$ cat config.mk
export PLATFORM = sky130hd
export DESIGN_NAME = mcp_div
export DESIGN_NICKNAME = d
export VERILOG_FILES = /design/src/hw/rtl/mcp_pkg.sv /design/src/hw/rtl/mcp_div.sv
export SDC_FILE = /design/constraint.sdc
export NUM_CORES = 1
export LEC_CHECK = 0
export ABC_AREA = 1
export BUFFER_PORTS_ARGS = -buffer_cell sky130_fd_sc_hd__clkbuf_2
export CELL_PAD_IN_SITES_DETAIL_PLACEMENT = 1
export CELL_PAD_IN_SITES_GLOBAL_PLACEMENT = 2
export CORE_MARGIN = 1
export CORE_UTILIZATION = 32
export DETAILED_ROUTE_END_ITERATION = 16
export GPL_TIMING_DRIVEN = 0
export PLACE_DENSITY = 0.79
export RECOVER_POWER = 25
export SLEW_MARGIN = 20
export SYNTH_ARGS = -nofsm -noshare
export SYNTH_HDL_FRONTEND = slang
export SYNTH_SLANG_ARGS = --single-unit
$ cat constraint.sdc
create_clock -name clock -period 2.12 [get_ports clock]
set_input_delay 0.212 -clock clock [delete_from_list [all_inputs] [get_ports clock]]
set_output_delay 0.212 -clock clock [all_outputs]
set_load 0.02 [all_outputs]
$ cat src/hw/rtl/mcp_pkg.sv
// Shared types, constants and helpers of the median-cut palette builder.
package mcp_pkg;

   localparam int PIX_W   = 24;
   localparam int CHAN_W  = 8;
   localparam int MAX_OUT = 16;
   localparam int IDX_W   = 4;

   typedef enum logic [1:0] {
      CH_RED   = 2'd0,
      CH_GREEN = 2'd1,
      CH_BLUE  = 2'd2
   } mcp_chan_type;

   typedef struct packed {
      logic busy;
      logic done;
   } mcp_div_stat_type;

   function automatic logic [CHAN_W-1:0] chan_of(input logic [PIX_W-1:0] px,
                                                 input mcp_chan_type sel);
      logic [CHAN_W-1:0] v;
      case (sel)
         CH_RED:   v = px[23:16];
         CH_GREEN: v = px[15:8];
         default:  v = px[7:0];
      endcase
      return v;
   endfunction

endpackage

$ cat src/hw/rtl/mcp_div.sv
// Restoring divider that produces one quotient bit per cycle.
module mcp_div #(
   parameter int NUM_W = 23,
   parameter int DEN_W = 15
) (
   input  logic                      clock,
   input  logic                      reset,
   input  logic                      start,
   input  logic [NUM_W-1:0]          dividend,
   input  logic [DEN_W-1:0]          divisor,
   output logic [NUM_W-1:0]          quotient,
   output mcp_pkg::mcp_div_stat_type stat
);
   import mcp_pkg::*;

   localparam int CNT_W = $clog2(NUM_W + 1);

   logic [NUM_W-1:0] quo_ff, quo_in;
   logic [DEN_W-1:0] rem_ff, rem_in;
   logic [DEN_W-1:0] den_ff, den_in;
   logic [CNT_W-1:0] cnt_ff, cnt_in;
   logic             busy_ff, busy_in;
   logic             done_ff, done_in;
   logic [DEN_W:0]   trial;

   always_comb begin
      quo_in  = quo_ff;
      rem_in  = rem_ff;
      den_in  = den_ff;
      cnt_in  = cnt_ff;
      busy_in = busy_ff;
      done_in = 1'b0;
      trial   = {rem_ff, quo_ff[NUM_W-1]};
      if (start) begin
         quo_in  = dividend;
         rem_in  = '0;
         den_in  = divisor;
         cnt_in  = CNT_W'(NUM_W);
         busy_in = 1'b1;
      end else if (busy_ff) begin
         if (trial >= {1'b0, den_ff}) begin
            rem_in = DEN_W'(trial - {1'b0, den_ff});
            quo_in = {quo_ff[NUM_W-2:0], 1'b1};
         end else begin
            rem_in = trial[DEN_W-1:0];
            quo_in = {quo_ff[NUM_W-2:0], 1'b0};
         end
         cnt_in = cnt_ff - CNT_W'(1);
         if (cnt_ff == CNT_W'(1)) begin
            busy_in = 1'b0;
            done_in = 1'b1;
         end
      end
   end

   always_ff @(posedge clock) begin
      quo_ff <= quo_in;
      rem_ff <= rem_in;
      den_ff <= den_in;
      if (reset) begin
         cnt_ff  <= '0;
         busy_ff <= 1'b0;
         done_ff <= 1'b0;
      end else begin
         cnt_ff  <= cnt_in;
         busy_ff <= busy_in;
         done_ff <= done_in;
      end
   end

   assign quotient  = quo_ff;
   assign stat.busy = busy_ff;
   assign stat.done = done_ff;
endmodule

Word-level counts from Yosys, hierarchy flattened --
Cells that the tools add are included.
Cells by class: add/subtract/negate cells 2, order comparisons 1, eq/ne operators 1, mux-type cells 10, bitwise operators 1, reduce and logical (&&, ||, !) cells 3
Operator list (count):
- 23-bit 2-to-1 mux | 2
- 16-bit by 15-bit >= comparator with 1-bit output | 1
- 15-bit 2-to-1 mux | 1
- 15-bit subtractor | 1
- 5-bit 2-to-1 mux | 2
- 5-bit by 1-bit == test with 1-bit output (second input constant) | 1
- 1-bit 2-to-1 mux | 5
- 5-bit by 1-bit subtractor with 5-bit output (second input constant) | 1
- 3-bit OR reduction | 1
- 2-bit nonzero test | 1
- 2-bit OR reduction | 1
- 1-bit inverter | 1
Word-level totals: flip-flop bits (word level) 60, input bits 41, output and inout bits 25, word-level logic and storage cells 25

Longest topological paths before layout --
depth in word-level cells 4, gate-level depth with buffers 14, gate-level depth less buffers 14

Worst setup path before layout --
Ideal clock, no wire load.
kind flip-flop to flip-flop, from reg quo_ff[22], in the netlist quotient[22], to reg rem_ff[12], library setup time 0.112 ns, data arrival time 1.947 ns, data required time 2.008 ns, setup slack 0.061 ns, cell stages (with the launch flop) 15, buffers on the path 1, clock period less this slack 2.059 ns, path through edfxtp_1 -> inv_1 -> ha_1 -> fa_1 -> inv_1 -> nand2_1 -> nand2_1 -> nand3_2 -> nand3_2 -> nand2_4 -> nand2_4 -> buf_12 -> nand3_2 -> nand2_1 -> nand2_1
Between the ends: word-level cells in the longest chain between the ends 2, elaborated cells on any way between the ends 3, those cells by class add/sub (1); order compare (1); mux (1)
Ends and longest elaborated chain:
- start: declaration | line mcp_div.sv:18 | logic [NUM_W-1:0] quo_ff, quo_in;
- start signal: assignment | line mcp_div.sv:57 | quo_ff <= quo_in;
- 15-bit subtractor / 16-bit by 15-bit >= comparator with 1-bit output (equally long branches) | line mcp_div.sv:42, mcp_div.sv:41
- 15-bit 2-to-1 mux (*) | line mcp_div.sv:41 | if (trial >= {1'b0, den_ff}) begin
- end signal: assignment | line mcp_div.sv:58 | rem_ff <= rem_in;
- end: declaration | line mcp_div.sv:19 | logic [DEN_W-1:0] rem_ff, rem_in;
Every way passes the cells marked *; elsewhere a longest branch is shown, timed or not. A chain may end at the register's enable or synchronous reset.

Worst setup path in the final report --
from reg quo_ff[22], in the netlist quotient[22], to reg rem_ff[14]
Same word-level chain as after synthesis.

==> flow_summary.yaml <==
clocking:
  holdBufCountCts: 0
  clockBufferDepth: 2
  numClockSinks: 60
  clk_pin_slew_worst_paths_ps: 80
  cts_htree_levels: 3
  cts_root_buffer: "clkbuf_8"
  clk_latency_ps: 350
  cts_tree: "done"
  cts_inserted_buffers: 9
critical_path:
  worst_setup_path_end_kind: "register"
  critPathMaxStageDelay_ps: 350
  cp_top_family: "simple AND/OR/NAND/NOR gates"
  cp.required_ps: 2360
  path_class: "register to register"
  slowest_stage: "edfxtp_1"
  r2r_cells: 14
  cp.depth: 14
  cp.arrival_ps: 2230
  start_kind: "register"
  cp_num_buf_inv: 3
  cp_max_fo: 3
  crit_chain: "inv_1 > ha_2 > fa_2 > inv_1 > nand2_1 > nand2_2 > buf_4 > nand3_1 > nand2_1 > nand2_1 > nand3_1 > nand3_2 > nand2_1 > nand2_1"
  crit_top_cell: "nand2_1"
power_and_ir_drop:
  p_leak_nw: 2.30
  p_switching_mw: 0.830
  totalPowerFinal_mw: 2.99
  pwr-share-clk: 0.382
  internal-power_mw: 2.16
  swShare: 0.278
  vdd_drop_max_uv: 391
  seqPwrFrac: 0.463
  powerDensity_mw_per_mm2: 675
  p_comb_frac: 0.155
detailed_routing:
  antenna_left: 0
  wl_met1_um: 4390
  wl_per_cell_um: 13.6
  met3RoutedLength_um: 415
  drc_errors: 0
  routed_wirelength_um: 9300
  top_layer_used: "met4"
  via_per_inst: 4.55
  first_pass_iters: 4
  drtIter0Drc: 77
  dr_total_vias: 3111
  dr_wl_met2_um: 4330
layout:
  regArea_mm2: 0.00158
  fin_cells: 684
  n_fill_cell: 1373
  drive_above_1_share: 0.241
  nets: 598
  area_growth_pct: 23.2
  multiInputGateArea_mm2: 0.00164
  antenna_cells: 0
grt:
  gr-total-overflow: 0
  grt_pass1_vias: 3379
  grt_max_degree: 30
  grt_usage: 0.178
  antenna_found_initial: 0
  grt_pass1_wl_um: 15900
floorplanning:
  io_pins: 66
  floorplan.die_area_mm2: 0.0117
  core-area_mm2: 0.0109
  die_h_um: 108
  start_util: 0.330
  num_rows: 38
  die_w_um: 108
synthesis:
  avgSynthCellArea_um2: 7.90
  synth_area_mm2: 0.00359
  syn_inst: 455
  synth_nets: 514
  yosysSeqAreaShare: 0.440
  ys_ff_latch: 60
  ys_warn_count: 0
  synth_cell_type_count: 39
placement:
  hpwl_um: 7190
  dp.cells: 660
  globalplace.congestion: 0.764
  io_buffers: 65
timing:
  finalCritPeriodShare: 0.937
  timing.clock.skew_ps: 9.95
  finalHoldViolations: 0
  worst_pin_slew_ps: 611
  setup_viol: 0
  finalCriticalPeriod_ps: 1990
  slew_viol_final: 0
  maxSlewHeadroom: 0.592
  fmax_mhz: 503
min_path:
  hold_path_class: "input pin to register"
  hold_depth: 1
run:
  drv_cap: 0
status:
  status: "finished, final reports clean"
-- logic make-up (layout without fill, tap and decap cells) --
group	Yosys count	after routing	synth area share
AO/OA/AOI/OAI	22	22	0.0404
XOR/XNOR	6	6	0.0146
adder cells (fa/ha/maj)	18	18	0.0648
buffers and inverters	90	179	0.110
flip-flops	60	60	0.440
AND/OR/NAND/NOR	259	259	0.330
-- cell usage in the layout, fill, tap and decap left out, types with 3 or more instances in the layout --
cell        instances
clkbuf_1            4
xnor2_1             3
nor2_1             17
clkinvlp_4          4
o21ai_0             3
edfxtp_1           38
a21oi_1             7
buf_4               8
nand2_2            12
ha_1               16
clkbuf_8           10
nand3b_1            4
dfxtp_1            22
clkinv_1            3
nand4_1             4
inv_1              74
nand3_2             9
nand2_1           168
xor2_1              3
clkbuf_2           65
nand3_1            34
buf_6               3
-- stage by stage --
stage / setup WS, ps / setup TNS (ps) / utilization / hold slack (ps) / instance area (µm²)
6_report: 134 / 0 / 0.407 / 32.3 / 4430
5_1_grt: -1.98 / -1.98 / 0.407 / 21.2 / 4430
4_1_cts: 4.47 / 0 / 0.399 / 8.16 / 4350
3_5_place_dp: -196 / -6120 / 0.376 / 391 / 4090
3_3_place_gp: -158 / -4740 / 0.376 / 390 / 4090
2_1_floorplan: 60.6 / 0 / - / 281 / 3590
-- synth_stat cells, drive strengths merged --
cell type | n | share of area
buf | 7 | 0.021
nand3b | 4 | 0.0084
clkbuf | 5 | 0.0080
o211ai | 2 | 0.0042
nor3 | 2 | 0.0028
a21oi | 9 | 0.017
nor2 | 21 | 0.031
fa | 1 | 0.0056
nand2 | 182 | 0.20
o31ai | 2 | 0.0042
clkinv | 2 | 0.0021
nand4 | 4 | 0.0070
a31oi | 2 | 0.0035
xor2 | 3 | 0.0073
ha | 17 | 0.059
o21ai | 6 | 0.0094
and2 | 1 | 0.0017
xnor2 | 3 | 0.0073
nand3 | 44 | 0.075
a221oi | 1 | 0.0024
nor4 | 1 | 0.0017
edfxtp | 38 | 0.32
dfxtp | 22 | 0.12
inv | 76 | 0.079
-- power by group through the flow --
stage	clock network, mW	logic, mW	registers [mW]
floorplan	0	0.233	1.46
global placement	0	0.448	1.41
detailed placement	0	0.456	1.41
CTS	1.18	0.464	1.38
global route	1.23	0.519	1.39
finish	1.14	0.464	1.38
-- worst paths after layout --
| path | to | from | slack [ps] |
|---|---|---|---|
| worst max register to register | rem_ff[14]$_SDFFE_PP0P_ | quotient[22]$_DFFE_PP_ | 130 |
| worst max-delay path | rem_ff[14]$_SDFFE_PP0P_ | quotient[22]$_DFFE_PP_ | 130 |
| worst min-delay path | den_ff[5]$_DFFE_PP_ | divisor[5] | 30 |
| worst min register to register | rem_ff[6]$_SDFFE_PP0P_ | rem_ff[6]$_SDFFE_PP0P_ | 480 |
-- flip-flops by register name, summed over array words and instances (netlist names) --
register	count
quotient	23
den_ff	15
rem_ff	15
cnt_ff	5
busy_ff	1
done_ff	1
-- cell type report --
cell class | instances | share of cell area
buffer | 12 | 0.0232
inverter | 78 | 0.0670
clock inverter | 7 | 0.0206
tap | 140 | 0.0396
multi-input combinational | 305 | 0.371
clock buffer | 9 | 0.0280
sequential | 60 | 0.357
timing repair buffer | 73 | 0.0938
-- worst register-to-register path: stages (launching register included) --
cell and delay, ps:
edfxtp_1 350, inv_1 70, ha_2 190, fa_2 350
inv_1 70, nand2_1 50, nand2_2 90, buf_4 110
nand3_1 50, nand2_1 160, nand2_1 110, nand3_1 100
nand3_2 80, nand2_1 60, nand2_1 40
-- routing by layer --
| layer | vias to the layer above | track usage |
|---|---|---|
| li1 | 1603 | - |
| met1 | 1446 | 0.220 |
| met2 | 51 | 0.299 |
| met3 | 11 | 0.0470 |
| met4 | 0 | 0.0636 |
| met5 | - | 0 |
-- repair_timing --
item | in CTS | in global routing
endpoints found under the setup margin | 15 | 39
cloned | 0 | 1
pin swaps | 2 | 4
gates resized for setup | 2 | 4
buffers inserted | 3 | 4
Power figures use the tool's default switching activity.
